## src/rtl/hcm26_pkg.sv

```systemverilog
// ----------------------------------------------------------------------------
// hcm26_pkg
// Shared types, constants and mod-26 helpers for the Hill cipher block.
// ----------------------------------------------------------------------------
package hcm26_pkg;

    localparam int unsigned LETTER_W = 5;
    localparam int unsigned KEY_W    = 45;
    localparam int unsigned PROD_W   = 10;
    localparam int unsigned SUM_W    = 11;
    localparam int unsigned CFG_IDX_W = 2;

    localparam logic [LETTER_W-1:0] ALPHA      = 5'd26;
    localparam logic [SUM_W-1:0]    ALPHA_SQ   = 11'd676;
    localparam logic [LETTER_W-1:0] PAD_LETTER = 5'd23;   // 'x'

    // cycles from a config write until the derived key is usable
    localparam logic [2:0] SETTLE_CYCLES = 3'd5;

    typedef logic [LETTER_W-1:0] t_letter;

    typedef enum logic [CFG_IDX_W-1:0] {
        CFG_KEY_MATRIX   = 2'd0,
        CFG_KEY_ORDER    = 2'd1,
        CFG_DECRYPT_MODE = 2'd2
    } t_cfg_idx;

    // effective key handed from key prep to the datapath
    typedef struct packed {
        logic                      busy;
        logic                      key_err;
        logic [8:0][LETTER_W-1:0]  m;        // entry (r,c) at index 3r+c
    } t_key_info;

    // 0..31 -> 0..25
    function automatic t_letter red_letter(input logic [LETTER_W-1:0] x);
        red_letter = (x >= ALPHA) ? x - ALPHA : x;
    endfunction

    // 0..2047 -> 0..25, reciprocal multiply (315/8192 just under 1/26) plus one fixup
    function automatic t_letter mod_alpha(input logic [SUM_W-1:0] x);
        logic [19:0]      prod;
        logic [6:0]       q;
        logic [SUM_W-1:0] r;
        prod = {9'd0, x} * 20'd315;
        q    = prod[19:13];
        r    = x - ({4'd0, q} * {6'd0, ALPHA});
        if (r >= {6'd0, ALPHA}) begin
            r = r - {6'd0, ALPHA};
        end
        mod_alpha = r[LETTER_W-1:0];
    endfunction

    // (26 - k) mod 26
    function automatic t_letter neg_alpha(input t_letter k);
        neg_alpha = (k == 5'd0) ? 5'd0 : ALPHA - k;
    endfunction

    // multiplicative inverse mod 26, 0 when none exists
    function automatic t_letter inv_alpha(input t_letter d);
        case (d)
            5'd1:    inv_alpha = 5'd1;
            5'd3:    inv_alpha = 5'd9;
            5'd5:    inv_alpha = 5'd21;
            5'd7:    inv_alpha = 5'd15;
            5'd9:    inv_alpha = 5'd3;
            5'd11:   inv_alpha = 5'd19;
            5'd15:   inv_alpha = 5'd7;
            5'd17:   inv_alpha = 5'd23;
            5'd19:   inv_alpha = 5'd11;
            5'd21:   inv_alpha = 5'd5;
            5'd23:   inv_alpha = 5'd17;
            5'd25:   inv_alpha = 5'd25;
            default: inv_alpha = 5'd0;
        endcase
    endfunction

endpackage

```

## src/rtl/hcm26_key_prep.sv

```systemverilog
// ----------------------------------------------------------------------------
// hcm26_key_prep
// Derives the effective key (K or its 2x2 inverse mod 26) from the config
// registers through a short pipeline; flags busy until it has settled.
// ----------------------------------------------------------------------------
module hcm26_key_prep (
    input  logic                           i_clk,
    input  logic                           i_rst_n,
    input  logic [hcm26_pkg::KEY_W-1:0]    i_key,
    input  logic                           i_order3,
    input  logic                           i_dec,
    input  logic                           i_cfg_wr,
    output hcm26_pkg::t_key_info           o_key
);

    hcm26_pkg::t_letter                       r_k [9];
    logic [hcm26_pkg::PROD_W-1:0]             r_p;
    logic [hcm26_pkg::PROD_W-1:0]             r_q;
    hcm26_pkg::t_letter                       r_det;
    logic [hcm26_pkg::PROD_W-1:0]             r_a [4];
    logic                                     r_dinv_zero;
    logic [8:0][hcm26_pkg::LETTER_W-1:0]      r_m;
    logic                                     r_key_err;
    logic [2:0]                               r_settle;

    hcm26_pkg::t_letter                       dinv;
    logic [8:0][hcm26_pkg::LETTER_W-1:0]      n_m;

    assign dinv = hcm26_pkg::inv_alpha(r_det);

    always_comb begin
        for (int i = 0; i < 9; i++) begin
            n_m[i] = r_k[i];
        end
        if (i_dec) begin
            n_m[0] = hcm26_pkg::mod_alpha({1'b0, r_a[0]});
            n_m[1] = hcm26_pkg::mod_alpha({1'b0, r_a[1]});
            n_m[3] = hcm26_pkg::mod_alpha({1'b0, r_a[2]});
            n_m[4] = hcm26_pkg::mod_alpha({1'b0, r_a[3]});
        end
    end

    always_ff @(posedge i_clk) begin
        // stage 1: entries reduced mod 26
        for (int i = 0; i < 9; i++) begin
            r_k[i] <= hcm26_pkg::red_letter(i_key[5*i +: 5]);
        end
        // stage 2: determinant products
        r_p <= r_k[0] * r_k[4];
        r_q <= r_k[1] * r_k[3];
        // stage 3: determinant mod 26, kept non-negative
        r_det <= hcm26_pkg::mod_alpha({1'b0, r_p} + hcm26_pkg::ALPHA_SQ - {1'b0, r_q});
        // stage 4: adjugate times inverse determinant
        r_a[0]      <= r_k[4] * dinv;
        r_a[1]      <= hcm26_pkg::neg_alpha(r_k[1]) * dinv;
        r_a[2]      <= hcm26_pkg::neg_alpha(r_k[3]) * dinv;
        r_a[3]      <= r_k[0] * dinv;
        r_dinv_zero <= (dinv == 5'd0);
        // stage 5: final key
        r_m       <= n_m;
        r_key_err <= i_dec && (i_order3 || r_dinv_zero);
    end

    always_ff @(posedge i_clk) begin
        if (!i_rst_n) begin
            r_settle <= hcm26_pkg::SETTLE_CYCLES;
        end else if (i_cfg_wr) begin
            r_settle <= hcm26_pkg::SETTLE_CYCLES;
        end else if (r_settle != 3'd0) begin
            r_settle <= r_settle - 3'd1;
        end
    end

    assign o_key.busy    = (r_settle != 3'd0);
    assign o_key.key_err = r_key_err;
    assign o_key.m       = r_m;

endmodule

```

## src/rtl/hill_cipher_mod26_top.sv

```systemverilog
// ----------------------------------------------------------------------------
// hill_cipher_mod26_top
// Hill cipher over a 26-letter alphabet, one letter per item.
// ----------------------------------------------------------------------------
// Input channel (i_in_valid / o_in_stall) takes one letter per item plus a
// final-letter mark. Letters are gathered into blocks of 2 or 3 (key_order);
// a finished block is multiplied by the key (or its 2x2 inverse in decrypt
// mode) mod 26 and its letters are held in a small output buffer.
// Buffered letters leave one per accepted input item, on the output channel
// (o_out_valid / i_out_stall), the result register loading on the edge that
// takes that item. So a block's letters come out on the items that follow
// the one that finished it; the last block of a message needs further items.
// Throughput: one item per cycle while o_in_stall is low. A result is valid in
// the cycle after the item that pulls it. Apart from key settling, o_in_stall
// rises only when a result is pending and the result register is full and
// stalled by the receiver. Config (i_cfg_valid / o_cfg_ready) is always ready;
// after any write, and after reset, input stalls while the key pipeline settles.
// Writing key_order or decrypt_mode drops a partly filled input block.
// Decrypt with order 3 or a singular key yields one result with key_error.
// ----------------------------------------------------------------------------
module hill_cipher_mod26_top (
    input  logic                               i_clk,
    input  logic                               i_rst_n,
    // input items
    input  logic                               i_in_valid,
    output logic                               o_in_stall,
    input  logic [hcm26_pkg::LETTER_W-1:0]     i_letter_in,
    input  logic                               i_final_letter,
    // result items
    output logic                               o_out_valid,
    input  logic                               i_out_stall,
    output logic [hcm26_pkg::LETTER_W-1:0]     o_letter_out,
    output logic                               o_block_last,
    output logic                               o_key_error,
    // config writes
    input  logic                               i_cfg_valid,
    output logic                               o_cfg_ready,
    input  logic [hcm26_pkg::CFG_IDX_W-1:0]    i_cfg_index,
    input  logic [hcm26_pkg::KEY_W-1:0]        i_cfg_data
);

    // config
    logic [hcm26_pkg::KEY_W-1:0]      r_key;
    logic [1:0]                       r_order;
    logic                             r_dec;

    // block and output buffer
    hcm26_pkg::t_letter               r_blk [3];
    logic [1:0]                       r_fill;
    logic [1:0]                       r_emit;
    logic [1:0]                       r_olen;
    logic                             r_oerr;
    logic [hcm26_pkg::SUM_W-1:0]      r_osum [3];

    // result register
    logic                             r_out_valid;
    hcm26_pkg::t_letter               r_out_letter;
    logic                             r_out_last;
    logic                             r_out_err;

    hcm26_pkg::t_key_info             key;

    logic                             cfg_wr;
    logic                             in_acc;
    logic                             pend;
    logic                             order3;
    logic [1:0]                       f;
    logic [1:0]                       f1;
    logic                             full;
    logic                             fin;
    hcm26_pkg::t_letter               letter;
    hcm26_pkg::t_letter               b [3];
    logic [hcm26_pkg::SUM_W-1:0]      col [3];
    logic [hcm26_pkg::SUM_W-1:0]      emit_sum;

    assign o_cfg_ready = 1'b1;
    assign cfg_wr      = i_cfg_valid && o_cfg_ready;

    always_ff @(posedge i_clk) begin
        if (!i_rst_n) begin
            r_key   <= '0;
            r_order <= 2'd2;
            r_dec   <= 1'b0;
        end else if (cfg_wr) begin
            case (i_cfg_index)
                hcm26_pkg::CFG_KEY_MATRIX:   r_key   <= i_cfg_data;
                hcm26_pkg::CFG_KEY_ORDER:    r_order <= i_cfg_data[1:0];
                hcm26_pkg::CFG_DECRYPT_MODE: r_dec   <= i_cfg_data[0];
                default:                     r_key   <= r_key;
            endcase
        end
    end

    assign order3 = (r_order == 2'd3);

    hcm26_key_prep u_key_prep (
        .i_clk    (i_clk),
        .i_rst_n  (i_rst_n),
        .i_key    (r_key),
        .i_order3 (order3),
        .i_dec    (r_dec),
        .i_cfg_wr (cfg_wr),
        .o_key    (key)
    );

    assign pend       = (r_emit < r_olen);
    assign o_in_stall = key.busy || (pend && r_out_valid && i_out_stall);
    assign in_acc     = i_in_valid && !o_in_stall;

    always_comb begin
        letter = hcm26_pkg::red_letter(i_letter_in);
        f      = (r_fill >= (order3 ? 2'd3 : 2'd2)) ? 2'd0 : r_fill;
        f1     = f + 2'd1;
        full   = (f1 >= (order3 ? 2'd3 : 2'd2));
        fin    = full || (i_final_letter && !r_dec);
        // block as it stands after this letter, padded with 'x'
        for (int i = 0; i < 3; i++) begin
            if (2'(i) < f) begin
                b[i] = r_blk[i];
            end else if (2'(i) == f) begin
                b[i] = letter;
            end else begin
                b[i] = hcm26_pkg::PAD_LETTER;
            end
        end
        // products kept at full 10-bit width
        for (int c = 0; c < 3; c++) begin
            col[c] = {1'b0, {5'd0, b[0]} * {5'd0, key.m[c]}}
                   + {1'b0, {5'd0, b[1]} * {5'd0, key.m[3 + c]}}
                   + (order3 ? {1'b0, {5'd0, b[2]} * {5'd0, key.m[6 + c]}} : '0);
        end
        case (r_emit)
            2'd0:    emit_sum = r_osum[0];
            2'd1:    emit_sum = r_osum[1];
            default: emit_sum = r_osum[2];
        endcase
    end

    always_ff @(posedge i_clk) begin
        if (!i_rst_n) begin
            r_fill      <= 2'd0;
            r_emit      <= 2'd0;
            r_olen      <= 2'd0;
            r_oerr      <= 1'b0;
            r_out_valid <= 1'b0;
        end else begin
            if (in_acc && pend) begin
                r_out_valid  <= 1'b1;
                r_out_letter <= hcm26_pkg::mod_alpha(emit_sum);
                r_out_last   <= (r_emit + 2'd1 == r_olen);
                r_out_err    <= r_oerr;
            end else if (!i_out_stall) begin
                r_out_valid  <= 1'b0;
            end

            if (cfg_wr && (i_cfg_index == hcm26_pkg::CFG_KEY_ORDER ||
                           i_cfg_index == hcm26_pkg::CFG_DECRYPT_MODE)) begin
                r_fill <= 2'd0;
            end else if (in_acc) begin
                if (fin) begin
                    r_fill <= 2'd0;
                    r_emit <= 2'd0;
                    if (key.key_err) begin
                        r_olen    <= 2'd1;
                        r_oerr    <= 1'b1;
                        r_osum[0] <= '0;
                    end else begin
                        r_olen <= order3 ? 2'd3 : 2'd2;
                        r_oerr <= 1'b0;
                        for (int c = 0; c < 3; c++) begin
                            r_osum[c] <= col[c];
                        end
                    end
                end else begin
                    if (pend) begin
                        r_emit <= r_emit + 2'd1;
                    end
                    if (i_final_letter) begin
                        // decrypt drops a partial final block
                        r_fill <= 2'd0;
                    end else begin
                        r_blk[f] <= letter;
                        r_fill   <= f1;
                    end
                end
            end
        end
    end

    assign o_out_valid  = r_out_valid;
    assign o_letter_out = r_out_letter;
    assign o_block_last = r_out_last;
    assign o_key_error  = r_out_err;

    // buffer read pointer never passes the buffer length
    a_emit_bound: assert property (@(posedge i_clk) disable iff (!i_rst_n)
        r_emit <= r_olen)
        else $error("emit pointer past buffered block");

    // fill count stays below three letters
    a_fill_bound: assert property (@(posedge i_clk) disable iff (!i_rst_n)
        r_fill != 2'd3)
        else $error("block fill count out of range");

    // an error result is a one-letter block of letter a
    a_err_block: assert property (@(posedge i_clk) disable iff (!i_rst_n)
        (o_out_valid && o_key_error) |-> (o_block_last && o_letter_out == 5'd0))
        else $error("key error result malformed");

endmodule
```

## config.mk

```make
export PLATFORM = sky130hd
export DESIGN_NAME = hill_cipher_mod26_top
export DESIGN_NICKNAME = d
export VERILOG_FILES = /design/src/rtl/hcm26_pkg.sv /design/src/rtl/hcm26_key_prep.sv /design/src/rtl/hill_cipher_mod26_top.sv
export SDC_FILE = /design/constraint.sdc
export NUM_CORES = 2
export LEC_CHECK = 0
export BUFFER_PORTS_ARGS = -buffer_cell sky130_fd_sc_hd__buf_2
export CORE_ASPECT_RATIO = 0.7
export CORE_MARGIN = 1
export CORE_UTILIZATION = 50
export DETAILED_ROUTE_END_ITERATION = 10
export PLACE_DENSITY = 0.75
export RECOVER_POWER = 100
export SLEW_MARGIN = 15
export SYNTH_ARGS = -nofsm -noshare
export SYNTH_HDL_FRONTEND = slang
export SYNTH_HIERARCHICAL = 1
export SYNTH_SLANG_ARGS = --single-unit
export TNS_END_PERCENT = 100
```

## constraint.sdc

```tcl
create_clock -name i_clk -period 10.9 [get_ports i_clk]
set_clock_uncertainty 0.1 [all_clocks]
set_input_delay 0 -clock i_clk [delete_from_list [all_inputs] [get_ports i_clk]]
set_output_delay 0 -clock i_clk [all_outputs]
set_load 0.03 [all_outputs]
```

==> flow_metrics.py <==
metrics = {
    "routing": {
        "drtIter0Drc": 1319,
        "routed_wl_um": 80590,
        "ant_nets": 0,
        "viasPerCell": 5.165,
        "avgRoutedWirePerCell_um": 15.38,
        "routed-via-count": 27070,
        "drt_pre_antenna_iters": 5,
        "drc": 0,
    },
    "worst_setup_path": {
        "crit_arrival_ps": 10650,
        "crit_fanout": 5,
        "crit_type": "reg -> reg",
        "cp_num_buf_inv": 5,
        "required_ps": 11320,
        "reg2regPathDepth": 41,
        "reg2reg_to": "u_key_prep/dinv[1]",
        "crit_family": "adder cells",
        "cpPeakStageDelay_ps": 590,
        "endpoint_kind": "flip-flop",
        "rrSetupSlack_ps": 670,
        "worst_setup_path_start_kind": "flip-flop",
        "reg2reg_from": "u_key_prep/r_p[2]",
        "cp_common_cell": "ha_1",
        "critPathSlowestCell": "or4b_2",
    },
    "clock_tree": {
        "cts_max_level": 1,
        "cts_root_buf": "clkbuf_16",
        "cts_buffer_depth": 3,
        "clk_latency_ps": 590,
        "cts_tree": "built",
        "clk_pin_slew_ps": 70,
        "clock_sinks": 266,
        "cts_buffers": 29,
    },
    "sta": {
        "fmax_ghz": 0.09777,
        "finalCriticalPeriod_ps": 10230,
        "hold_viol": 0,
        "worst_pin_slew_ps": 2230,
        "slew_violations": 79,
        "finalSetupViolations": 0,
        "fin_crit_sh_pct": 93.83,
        "relSlewSlack_pct": -48.68,
    },
    "synthesis": {
        "synth_top_area_share_pct": 24.08,
        "ys.flop_type": "dfxtp_1",
        "synthTopCellsByArea": "ha_1, fa_1, dfxtp_1",
        "async_reset_ff_share_pct": 0,
        "synth_seq_cells": 266,
        "syn_nets": 5276,
        "seq_area_frac_synth_pct": 15.68,
        "syn_avg_cell_area_um2": 9.054,
        "synth-edff-count": 50,
        "yosysWarnings": 6,
        "netlist_instances": 4103,
        "yosysUniqueCellTypes": 99,
        "synth_top_cell_by_area": "ha_1",
        "synthesis.area_mm2": 0.03715,
    },
    "cells_and_area": {
        "nFillCells": 6425,
        "multiInputGateArea_mm2": 0.02766,
        "drive_gt1_share_pct": 4.315,
        "final_cell_area_mm2": 0.04053,
        "antenna_cells": 0,
        "seqCellArea_mm2": 0.005826,
        "area_delta_synth_final_pct": 9.114,
        "fin_nets": 5416,
    },
    "floorplanning": {
        "fp.dieH_um": 230.0,
        "coreArea_mm2": 0.07342,
        "dieWidth_um": 327.8,
        "io_pins": 68,
        "dieArea_mm2": 0.07540,
        "start_util_pct": 50.59,
        "rows": 83,
    },
    "hold_path": {
        "hold_path_startpoint": "i_cfg_data[3]",
        "holdPathEnd": "r_key[3]",
        "hold-path-cell-count": 4,
        "hold_path.class": "in -> reg",
    },
    "global_route": {
        "grt_first_pass_wirelength_um": 138400,
        "overflow": 0,
        "antenna_found_initial": 1,
        "grt_max_degree": 60,
        "grt_usage_pct": 22.29,
        "grt_pass1_vias": 28120,
    },
    "place": {
        "dpl.hpwl_um": 64470,
        "io_buffers": 66,
        "place_area_mm2": 0.03852,
        "gp_congestion": 0.8897,
    },
    "power_and_ir_drop": {
        "total_leakage_power_nw": 21.37,
        "total_power_mw": 7.840,
        "p_per_area_mw_per_mm2": 193.4,
        "peakVddDrop_mv": 2.050,
    },
    "run_status": {
        "failed_checks": "capacitance limit, slew limit",
        "status": "finished, violations left",
    },
    "flow_run": {
        "drv_cap": 2,
    },
}
[worst min-delay path: stages]
cell and delay [ps]:
dlygate4sd3_1 530, buf_2 120, nand2_1 40, a21boi_0 60
[cell usage after synthesis (5+ instances only)]
cell type	count
edfxtp_1	50
a22oi_1	7
mux2_2	11
o22ai_1	7
clkbuf_1	70
a21boi_0	68
mux2i_1	15
xor2_1	57
nor3b_1	6
ha_1	715
a21o_1	68
dfxtp_1	216
o21bai_1	48
nor3_1	21
o21ai_0	125
a41o_1	5
nor2b_1	43
xnor2_1	131
a22o_1	6
o211ai_1	11
nor4_1	6
nand2b_1	25
or3_1	9
fa_1	400
a211o_1	5
a31oi_1	15
nor2_1	139
a21oi_1	185
o21a_1	30
inv_1	887
nand2_1	335
and3_1	16
and2_1	212
nand4_1	5
nand3_1	21
a211oi_1	19
o31ai_1	21
[cell usage in the layout, fill, tap and decap left out, drive strengths merged, types with 7 or more instances in the layout]
master and n:
inv 893, dfxtp 216, xnor2 132, a21oi 189
o211ai 11, clkinv 9, or3 11, and2 214
o22ai 7, a31oi 17, nand3 21, edfxtp 50
xor2 58, a21o 69, nor2b 44, nor3 22
a21boi 68, dlygate4sd3 95, a211oi 19, a22oi 7
mux2 12, o31ai 22, nor2 139, nand2 337
ha 715, clkbuf 48, and3 18, fa 400
o21ai 127, nand2b 25, o21a 30, mux2i 15
nor4 8, o21bai 48, buf 78
[through the flow]
| stage | worst slack [ps] | hold slack, ps | utilization (%) | TNS (ps) | cells |
|---|---|---|---|---|---|
| final | 672.4 | 106.5 | 55.21 | 0 | 5241 |
| after global routing | -34.52 | 108.7 | 55.21 | -34.52 | 5241 |
| after CTS | 265.9 | 84.68 | 55.12 | 0 | 5235 |
| after detailed placement | 315.9 | 160.5 | 52.46 | 0 | 5088 |
| after global placement | 628.8 | 155.4 | 52.46 | 0 | 5088 |
| after floorplan | 931.9 | -1.131 | - | 0 | 4103 |
[layout make-up]
type	count	share of cell area [%]
Multi-Input combinational cell	2867	68.25
Clock buffer	32	1.843
Sequential cell	266	14.37
Timing Repair Buffer	189	3.636
Clock inverter	20	0.6328
Inverter	890	8.248
Tap cell	977	3.016
[how the worst max path moves through the flow]
stage / start / slack (ps) / cells past startpoint / end
4_1_cts: u_key_prep/r_q[1] / 270 / 41 / u_key_prep/dinv[1]
3_3_place_gp: u_key_prep/r_q[1] / 630 / 41 / u_key_prep/dinv[1]
6_report: u_key_prep/r_p[2] / 670 / 41 / u_key_prep/dinv[1]
2_1_floorplan: u_key_prep/r_p[2] / 930 / 41 / u_key_prep/dinv[1]
3_5_place_dp: u_key_prep/r_q[1] / 320 / 41 / u_key_prep/dinv[1]
5_1_grt: u_key_prep/r_q[1] / -30 / 42 / u_key_prep/dinv[2]
[layer usage]
layer  global-route usage, %  share of wire (%)  vias to the layer above
met5                       0                  0                        -
met3                   3.528                6.0                       87
met2                   36.01                 44                      573
li1                        -                  -                    13480
met1                   31.86                 49                    12930
met4                   3.388                1.6                        0
[cell families (layout without fill, tap and decap cells)]
logic type / Yosys count / in the layout / share of synthesized area, %
simple gates: 863 / 864 / 11.46
buf+inv: 971 / 1131 / 9.967
fa+ha+maj: 1118 / 1118 / 45.72
other cells: 1 / 1 / 0.01010
compound gates: 667 / 667 / 11.86
flops: 266 / 266 / 15.68
xor+xnor: 190 / 190 / 4.520
mux: 27 / 27 / 0.7780
[registers in the layout (all words and copies together), names as in the netlist, 3 cells and up]
| name | flops |
|---|---|
| r_key | 45 |
| r_osum | 33 |
| u_key_prep/r_a | 40 |
| u_key_prep/r_settle | 3 |
| u_key_prep/r_p | 10 |
| u_key_prep/dinv | 5 |
| o_letter_out | 5 |
| u_key_prep/o_key | 45 |
| u_key_prep/r_k | 45 |
| u_key_prep/r_q | 10 |
| r_blk | 10 |
[what timing repair did]
action | CTS | global route
setup buffers | 0 | 5
resized for setup | 0 | 11
setup endpoints to repair | 0 | 9
hold buffers | 95 | 0
hold endpoints to repair | 86 | 0
[report_power, final]
group	internal [mW]	total [mW]	switching [mW]
Clock	0.617	1.07	0.451
Sequential	1.03	1.08	0.0524
Combinational	2.34	5.69	3.35
Power figures use the tool's default switching activity.
